===== src/rtl/bcqh_pkg.sv =====
// Shared types and constants for the bit crusher with sample and hold.
// Used by bcqh_crush and bitcrusher_quantize_hold_top; depends on nothing.
package bcqh_pkg;

	localparam int DEF_MAX_CHANNELS = 8;
	localparam int DEF_SAMPLE_BITS  = 24;

	localparam int DEPTH_W    = 6;
	localparam int STEP_W     = 17;
	localparam int COUNT_W    = 4;
	localparam int CFG_DATA_W = 17;
	localparam int CFG_IDX_W  = 2;
	localparam int CMP_W      = 6;
	localparam int P_W        = 32;

	localparam int DEPTH_MIN = 1;
	localparam int DEPTH_MAX = 32;

	localparam logic [DEPTH_W-1:0] DEPTH_RESET = DEPTH_W'(32);
	localparam logic [STEP_W-1:0]  STEP_ONE    = STEP_W'(65536);
	localparam logic [COUNT_W-1:0] COUNT_RESET = COUNT_W'(2);

	localparam logic [CFG_IDX_W-1:0] CFG_BIT_DEPTH       = 2'd0;
	localparam logic [CFG_IDX_W-1:0] CFG_DOWNSAMPLE_STEP = 2'd1;
	localparam logic [CFG_IDX_W-1:0] CFG_CHANNEL_COUNT   = 2'd2;

	typedef enum logic [1:0] {
		TS_IDLE,
		TS_CRUSH,
		TS_OUT
	} top_state_t;

	typedef enum logic [2:0] {
		CR_IDLE,
		CR_MUL,
		CR_QUANT,
		CR_NUM,
		CR_MAG,
		CR_DIV,
		CR_SAT
	} crush_state_t;

endpackage


===== src/rtl/bcqh_crush.sv =====
// Quantizer: multiply onto the depth grid, round, then a serial restoring
// divide back to sample scale and saturate. Depends on bcqh_pkg.
module bcqh_crush import bcqh_pkg::*; #(
	parameter int SAMPLE_BITS = DEF_SAMPLE_BITS
) (
	input  logic                          clk,
	input  logic                          arst_n,
	input  logic                          start,
	input  logic signed [SAMPLE_BITS-1:0] sample,
	input  logic [DEPTH_W-1:0]            depth,
	output logic                          done,
	output logic signed [SAMPLE_BITS-1:0] result
);

	localparam int PROD_W  = SAMPLE_BITS + P_W + 1;
	localparam int GRID_SH = SAMPLE_BITS + 2;
	localparam int Q_W     = PROD_W + 1 - GRID_SH;
	localparam int NUM_W   = Q_W + GRID_SH + 1;
	localparam int QUO_W   = SAMPLE_BITS + 1;
	localparam int CNT_W   = $clog2(QUO_W);

	localparam logic signed [PROD_W:0] ROUND = (PROD_W + 1)'(1) << (GRID_SH - 1);
	localparam logic signed [QUO_W:0]  SAT_HI =
		(QUO_W + 1)'((64'sd1 <<< (SAMPLE_BITS - 1)) - 64'sd1);
	localparam logic signed [QUO_W:0]  SAT_LO = -SAT_HI - (QUO_W + 1)'(1);

	crush_state_t state_q, state_d;

	logic signed [SAMPLE_BITS-1:0] sample_q;
	logic [P_W-1:0]                p_q;
	logic signed [PROD_W-1:0]      prod_q;
	logic signed [Q_W-1:0]         q_q;
	logic signed [NUM_W-1:0]       n_q;
	logic                          neg_q;
	logic [P_W-1:0]                rem_q;
	logic [QUO_W-1:0]              dq_q;
	logic [CNT_W-1:0]              cnt_q;

	logic [P_W-1:0]           p_base;
	logic [P_W-1:0]           p_next;
	logic signed [PROD_W:0]   q_sum;
	logic [NUM_W-1:0]         mag;
	logic [P_W:0]             trial;
	logic [P_W:0]             diff;
	logic                     ge;
	logic signed [QUO_W:0]    value;

	always_comb begin
		p_base = P_W'(DEPTH_W'(DEPTH_MAX + 1) - depth);
		p_next = p_base << (depth - DEPTH_W'(1));
		q_sum  = {prod_q[PROD_W-1], prod_q} + ROUND;
		mag    = n_q[NUM_W-1] ? (~n_q + NUM_W'(p_q)) : n_q;
		trial  = {rem_q, dq_q[QUO_W-1]};
		diff   = trial - {1'b0, p_q};
		ge     = trial >= {1'b0, p_q};
		value  = neg_q ? -$signed({1'b0, dq_q}) : $signed({1'b0, dq_q});
		if (value > SAT_HI) begin
			result = SAT_HI[SAMPLE_BITS-1:0];
		end else if (value < SAT_LO) begin
			result = SAT_LO[SAMPLE_BITS-1:0];
		end else begin
			result = value[SAMPLE_BITS-1:0];
		end
	end

	assign done = (state_q == CR_SAT);

	always_ff @(posedge clk or negedge arst_n) begin
		if (!arst_n) begin
			state_q <= CR_IDLE;
		end else begin
			state_q <= state_d;
		end
	end

	always_comb begin
		state_d = state_q;
		case (state_q)
			CR_IDLE:  if (start) state_d = CR_MUL;
			CR_MUL:   state_d = CR_QUANT;
			CR_QUANT: state_d = CR_NUM;
			CR_NUM:   state_d = CR_MAG;
			CR_MAG:   state_d = CR_DIV;
			CR_DIV:   if (cnt_q == '0) state_d = CR_SAT;
			CR_SAT:   state_d = CR_IDLE;
			default:  state_d = CR_IDLE;
		endcase
	end

	always_ff @(posedge clk) begin
		case (state_q)
			CR_IDLE: begin
				if (start) begin
					sample_q <= sample;
					p_q      <= p_next;
				end
			end
			CR_MUL: begin
				prod_q <= PROD_W'(sample_q * $signed({1'b0, p_q}));
			end
			CR_QUANT: begin
				q_q <= q_sum[PROD_W:GRID_SH];
			end
			CR_NUM: begin
				n_q <= $signed({q_q[Q_W-1], q_q, GRID_SH'(0)}) + $signed(NUM_W'(p_q[P_W-1:1]));
			end
			CR_MAG: begin
				neg_q <= n_q[NUM_W-1];
				rem_q <= mag[QUO_W+P_W-1:QUO_W];
				dq_q  <= mag[QUO_W-1:0];
				cnt_q <= CNT_W'(QUO_W - 1);
			end
			CR_DIV: begin
				rem_q <= ge ? diff[P_W-1:0] : trial[P_W-1:0];
				dq_q  <= {dq_q[QUO_W-2:0], ge};
				cnt_q <= cnt_q - CNT_W'(1);
			end
			default: begin
			end
		endcase
	end

endmodule


===== src/rtl/bitcrusher_quantize_hold_top.sv =====
// Bit crusher with sample and hold over interleaved channels.
// Updating frames pass through the quantizer, whose serial divider takes SAMPLE_BITS+1 steps;
// held frames skip it. A new word is accepted only once the previous one is loaded into the output register.
// Reset clears hold registers, phase, channel position and output valid; loads register defaults.
// Depends on bcqh_pkg and bcqh_crush.
module bitcrusher_quantize_hold_top import bcqh_pkg::*; #(
	parameter int MAX_CHANNELS = DEF_MAX_CHANNELS,
	parameter int SAMPLE_BITS  = DEF_SAMPLE_BITS
) (
	input  logic                          clk,
	input  logic                          arst_n,
	input  logic                          cfg_we,
	input  logic [CFG_IDX_W-1:0]          cfg_index,
	input  logic [CFG_DATA_W-1:0]         cfg_data,
	input  logic                          in_valid,
	output logic                          in_stall,
	input  logic signed [SAMPLE_BITS-1:0] sample_in,
	output logic                          out_valid,
	input  logic                          out_stall,
	output logic signed [SAMPLE_BITS-1:0] sample_out
);

	localparam int POS_W = (MAX_CHANNELS > 1) ? $clog2(MAX_CHANNELS) : 1;

	top_state_t state_q, state_d;

	logic [DEPTH_W-1:0] depth_q;
	logic [STEP_W-1:0]  step_q;
	logic [COUNT_W-1:0] count_q;

	logic [STEP_W-1:0]             phase_q;
	logic [POS_W-1:0]              pos_q;
	logic [POS_W-1:0]              ch_q;
	logic                          upd_q;
	logic signed [SAMPLE_BITS-1:0] held_q [MAX_CHANNELS];
	logic                          out_valid_q;
	logic signed [SAMPLE_BITS-1:0] out_data_q;

	logic                          accept;
	logic                          out_load;
	logic [DEPTH_W-1:0]            depth_eff;
	logic [STEP_W-1:0]             step_eff;
	logic [CMP_W-1:0]              count_eff;
	logic [POS_W-1:0]              pos_eff;
	logic [CMP_W-1:0]              pos_inc;
	logic [STEP_W:0]               phase_sum;
	logic                          first_ch;
	logic                          upd_d;
	logic [STEP_W-1:0]             phase_d;
	logic                          crush_done;
	logic signed [SAMPLE_BITS-1:0] crush_result;

	assign in_stall   = (state_q != TS_IDLE);
	assign accept     = in_valid && !in_stall;
	assign out_valid  = out_valid_q;
	assign sample_out = out_data_q;
	assign out_load   = (state_q == TS_OUT) && (!out_valid_q || !out_stall);

	always_comb begin
		if (depth_q < DEPTH_W'(DEPTH_MIN)) begin
			depth_eff = DEPTH_W'(DEPTH_MIN);
		end else if (depth_q > DEPTH_W'(DEPTH_MAX)) begin
			depth_eff = DEPTH_W'(DEPTH_MAX);
		end else begin
			depth_eff = depth_q;
		end
		step_eff = (step_q > STEP_ONE) ? STEP_ONE : step_q;
		if (count_q == '0) begin
			count_eff = CMP_W'(1);
		end else if (CMP_W'(count_q) > CMP_W'(MAX_CHANNELS)) begin
			count_eff = CMP_W'(MAX_CHANNELS);
		end else begin
			count_eff = CMP_W'(count_q);
		end
		pos_eff   = (CMP_W'(pos_q) >= count_eff) ? '0 : pos_q;
		pos_inc   = CMP_W'(pos_eff) + CMP_W'(1);
		first_ch  = (pos_eff == '0);
		phase_sum = {1'b0, phase_q} + {1'b0, step_eff};
		if (!first_ch) begin
			upd_d   = upd_q;
			phase_d = phase_q;
		end else if (phase_sum >= {1'b0, STEP_ONE}) begin
			upd_d   = 1'b1;
			phase_d = STEP_W'(phase_sum - {1'b0, STEP_ONE});
		end else begin
			upd_d   = 1'b0;
			phase_d = phase_sum[STEP_W-1:0];
		end
	end

	bcqh_crush #(
		.SAMPLE_BITS (SAMPLE_BITS)
	) u_crush (
		.clk    (clk),
		.arst_n (arst_n),
		.start  (accept && upd_d),
		.sample (sample_in),
		.depth  (depth_eff),
		.done   (crush_done),
		.result (crush_result)
	);

	always_ff @(posedge clk or negedge arst_n) begin
		if (!arst_n) begin
			depth_q <= DEPTH_RESET;
			step_q  <= STEP_ONE;
			count_q <= COUNT_RESET;
		end else if (cfg_we) begin
			case (cfg_index)
				CFG_BIT_DEPTH:       depth_q <= cfg_data[DEPTH_W-1:0];
				CFG_DOWNSAMPLE_STEP: step_q  <= cfg_data[STEP_W-1:0];
				CFG_CHANNEL_COUNT:   count_q <= cfg_data[COUNT_W-1:0];
				default: begin
				end
			endcase
		end
	end

	always_ff @(posedge clk or negedge arst_n) begin
		if (!arst_n) begin
			state_q <= TS_IDLE;
		end else begin
			state_q <= state_d;
		end
	end

	always_comb begin
		state_d = state_q;
		case (state_q)
			TS_IDLE:  if (accept) state_d = upd_d ? TS_CRUSH : TS_OUT;
			TS_CRUSH: if (crush_done) state_d = TS_OUT;
			TS_OUT:   if (out_load) state_d = TS_IDLE;
			default:  state_d = TS_IDLE;
		endcase
	end

	always_ff @(posedge clk or negedge arst_n) begin
		if (!arst_n) begin
			phase_q <= '0;
			pos_q   <= '0;
			ch_q    <= '0;
			upd_q   <= 1'b0;
		end else if (accept) begin
			phase_q <= phase_d;
			upd_q   <= upd_d;
			ch_q    <= pos_eff;
			pos_q   <= (pos_inc >= count_eff) ? '0 : pos_inc[POS_W-1:0];
		end
	end

	always_ff @(posedge clk or negedge arst_n) begin
		if (!arst_n) begin
			for (int i = 0; i < MAX_CHANNELS; i++) begin
				held_q[i] <= '0;
			end
		end else if ((state_q == TS_CRUSH) && crush_done) begin
			held_q[ch_q] <= crush_result;
		end
	end

	always_ff @(posedge clk or negedge arst_n) begin
		if (!arst_n) begin
			out_valid_q <= 1'b0;
		end else if (out_load) begin
			out_valid_q <= 1'b1;
		end else if (!out_stall) begin
			out_valid_q <= 1'b0;
		end
	end

	always_ff @(posedge clk) begin
		if (out_load) begin
			out_data_q <= held_q[ch_q];
		end
	end

endmodule

===== config.mk =====
export PLATFORM = sky130hd
export DESIGN_NAME = bitcrusher_quantize_hold_top
export DESIGN_NICKNAME = d
export VERILOG_FILES = /design/src/rtl/bcqh_pkg.sv /design/src/rtl/bcqh_crush.sv /design/src/rtl/bitcrusher_quantize_hold_top.sv
export SDC_FILE = /design/constraint.sdc
export NUM_CORES = 2
export LEC_CHECK = 0
export CORE_ASPECT_RATIO = 0.7
export CORE_MARGIN = 3
export CORE_UTILIZATION = 30
export CTS_CLUSTER_DIAMETER = 30
export DETAILED_ROUTE_END_ITERATION = 12
export DONT_BUFFER_PORTS = 1
export SLEW_MARGIN = 20
export SYNTH_ARGS = -nofsm -noshare
export SYNTH_HDL_FRONTEND = slang
export SYNTH_SLANG_ARGS = --single-unit

===== constraint.sdc =====
create_clock -name clk -period 22.2 [get_ports clk]
set_input_delay 2.22 -clock clk [delete_from_list [all_inputs] [get_ports clk]]
set_output_delay 2.22 -clock clk [all_outputs]
set_load 0.02 [all_outputs]

==> metrics <==
Max-Cap Viols=0; Worst Path Arrival=8.79 ns; die area=0.176 mm²; Final Skew=about 0.063 ns; most used flip-flop cell after synthesis=edfxtp_1; Initial Utilization=30.3%; Max Slew Vio Count=0; number of cells on the critical path=22; DRC viols=0; Post-CTS Hold Fix Bufs=0; Layout fillers=approximately 17,000; First-pass DRT Iterations=6; share of the synthesized area in the top cell type=between 20% and 30%; routed vias=37,600; die height=approximately 350 µm; CTS buffer count=around 140; Bufs on Longest Clock Path=3; DRT Wirelength=145,000 µm; CTS sink count=roughly 510; number of global-route vias before repair=38,600; Multi-input gate area=0.0331 mm²; worst path required time=22.66 ns; Async S/R FF share, synth=between 40% and 50%; FP Rows=126; initial antenna violation count=7; distinct cell type count after synthesis=97; Syn-to-layout area delta=14.1%; Hold Vio Cnt, Final=0; CP cell instances=buf_4 -> nand2_1 -> fa_1 -> inv_1 -> fa_1 -> fa_1 -> fa_1 -> fa_1 -> fa_1 -> inv_1 -> fa_1 -> inv_1 -> ha_1 -> nand4_1 -> nor4_1 -> o2111ai_1 -> nand3_1 -> a2bb2oi_1 -> a21boi_0 -> a21boi_0 -> o21bai_1 -> xor2_1; layout net count=6,255; delay-heaviest family, CP=adder cells; Ys Warns=0; top cells by area, synth=fa_1 26%, edfxtp_1 15%, dfrtp_1 12%; most common cell after layout, fill and taps aside=inv_1; CP max stage cell=edfxtp_1; #FFs+latches synth=513; post-route worst setup slack=13.87 ns; clock period minus worst slack=8.33 ns; Root Driver=clkbuf_16; CTS tree=yes; grt total ovfl=0; clk slew on worst S/H paths=0.05 ns; Final TNS setup=0 ns; hold path cells=2; Die Wd=about 500 µm; most used cell, CP=fa_1; RSZ-0062 raised after global routing=no; First DRT Iteration DRCs=between 2,000 and 3,000; Routed WL per cell=19.1 µm; worst slack, placed=13.95 ns; fraction of layout cells with a size suffix above 1=7.82%; Critical Path Start Type=flop; CP Capture Type=flop; largest net degree at the start of global routing=250; final critical-path share of the clock period=37.5%; max frequency=0.120 GHz; first-pass GRT wire length=230,000 µm; IO Count=74; post-synthesis cell count=5,298; H-tree depth=4; Slew @ Worst Pin=around 1.1 ns; Worst Path Max Fanout=17; core box area=0.169 mm²; critical path class=reg -> reg; # setup viols final=0; DP HPWL=103,000 µm; EDFF count, synth=roughly 260; post-CTS setup repair buffer count=0; Max stage delay on crit path=0.66 ns; Min-Delay Path Class=reg -> reg; routability cong.=0.899; leading area contributor after synthesis=fa_1; Seq. cell area=0.0142 mm²; PortBufs=0; most frequent cells in the layout=791 x inv_1, 734 x nand2_1, 655 x fa_1; post-CTS sizing=0; status=finished, final reports clean; mean post-synth cell area=9.67 µm²; Slew headroom=24.2%; clk_lat worst skew=0.76 ns; Tot GR Track Use=16.8%; mapped cell area=approximately 0.051 mm²; sequential share of the synthesized area=27.6%; post-route antenna net violation count=0; r2r worst-path depth=22; Critical path buffers and inverters=4; DR vias/cell=4.94
-- registers in the layout (all words and copies together) (netlist names), 5 cells and up --
name,flops
step_q,17
u_crush.q_q,32
u_crush.sample_q,24
u_crush.p_q,31
held_q,192
phase_q,17
u_crush.rem_q,32
u_crush.prod_q,32
u_crush.dq_q,25
sample_out,24
u_crush.n_q,58
depth_q,6
u_crush.cnt_q,5
-- layout make-up --
class                      instances  area share [%]
tap                             2240            4.79
clock buffer                     167            6.25
clock inverter                    79            2.02
timing repair buffer              77           0.988
inverter                         792            5.08
antenna                            1         0.00428
multi-input combinational       3728            56.7
sequential                       513            24.2
-- per-stage QoR --
| step | instances | utilization, % | hold slack [ns] | area (µm²) |
|---|---|---|---|---|
| floorplan | 5313 | - | 0.448 | 51300 |
| global placement | 7350 | 31.7 | 0.461 | 53600 |
| detailed placement | 7350 | 31.7 | 0.466 | 53600 |
| CTS | 7596 | 34.6 | 0.476 | 58500 |
| global route | 7596 | 34.6 | 0.486 | 58500 |
| finish | 7597 | 34.6 | 0.475 | 58500 |
-- routing by layer --
metal	track usage (%)	vias up	wire, µm
met5	0	-	13
met4	4.41	2	3240
met3	4.95	218	14300
met2	24.8	1455	62100
met1	24.0	18800	65600
li1	-	17100	-
-- cells by family (layout without fill, tap and decap cells) --
family                     count (synthesis)  in the layout  synth area share (%)
and+or+nand+nor                         1607           1607                  15.2
DFF                                      513            513                  27.6
other                                      2             18                0.0147
adders and majority gates                960            960                  33.0
xor gates and xnor gates                 204            204                  3.49
muxes                                     69             69                  1.43
buffers and inverters                   1072           1115                  8.04
AOI/OAI and AO/OA                        871            871                  11.1
-- worst paths after layout --
path / start / end / slack (ns)
max in group asynchronous: arst_n / phase_q[11]$_DFFE_PN0P_ / 20.57
max: u_crush.p_q[8]$_SDFFCE_PP0P_ / u_crush.prod_q[48]$_DFFE_PP_ / 13.87
min: held_q[190]$_DFFE_PN0P_ / held_q[190]$_DFFE_PN0P_ / 0.47
max reg2reg: u_crush.p_q[8]$_SDFFCE_PP0P_ / u_crush.prod_q[48]$_DFFE_PP_ / 13.87
min reg2reg: held_q[190]$_DFFE_PN0P_ / held_q[190]$_DFFE_PN0P_ / 0.47
min in group asynchronous: arst_n / held_q[106]$_DFFE_PN0P_ / 1.15
-- worst register-to-register path: stages (launching register included) --
cell and delay [ns]:
edfxtp_1 0.66, buf_4 0.39, nand2_1 0.14, fa_1 0.56
inv_1 0.06, fa_1 0.55, fa_1 0.45, fa_1 0.48
fa_1 0.53, fa_1 0.55, inv_1 0.06, fa_1 0.64
inv_1 0.07, ha_1 0.39, nand4_1 0.23, nor4_1 0.50
o2111ai_1 0.23, nand3_1 0.38, a2bb2oi_1 0.25, a21boi_0 0.39
a21boi_0 0.25, o21bai_1 0.21, xor2_1 0.09
-- synth_stat cells (all sizes together), types with 32 or more instances --
| library cell | number |
|---|---|
| dfrtp | 246 |
| nand3 | 60 |
| nor2 | 159 |
| fa | 655 |
| ha | 305 |
| nand4 | 57 |
| nor2b | 50 |
| nand2 | 744 |
| edfxtp | 264 |
| xnor2 | 139 |
| and2 | 373 |
| o21ai | 319 |
| mux2 | 32 |
| a22oi | 100 |
| nor3 | 39 |
| clkbuf | 260 |
| a21o | 75 |
| inv | 792 |
| a31oi | 34 |
| mux2i | 37 |
| a21oi | 167 |
| xor2 | 65 |
Power is left out: the tool's default activity adds up to more than one toggle a clock period on the data nets, which glitch-free logic cannot reach.
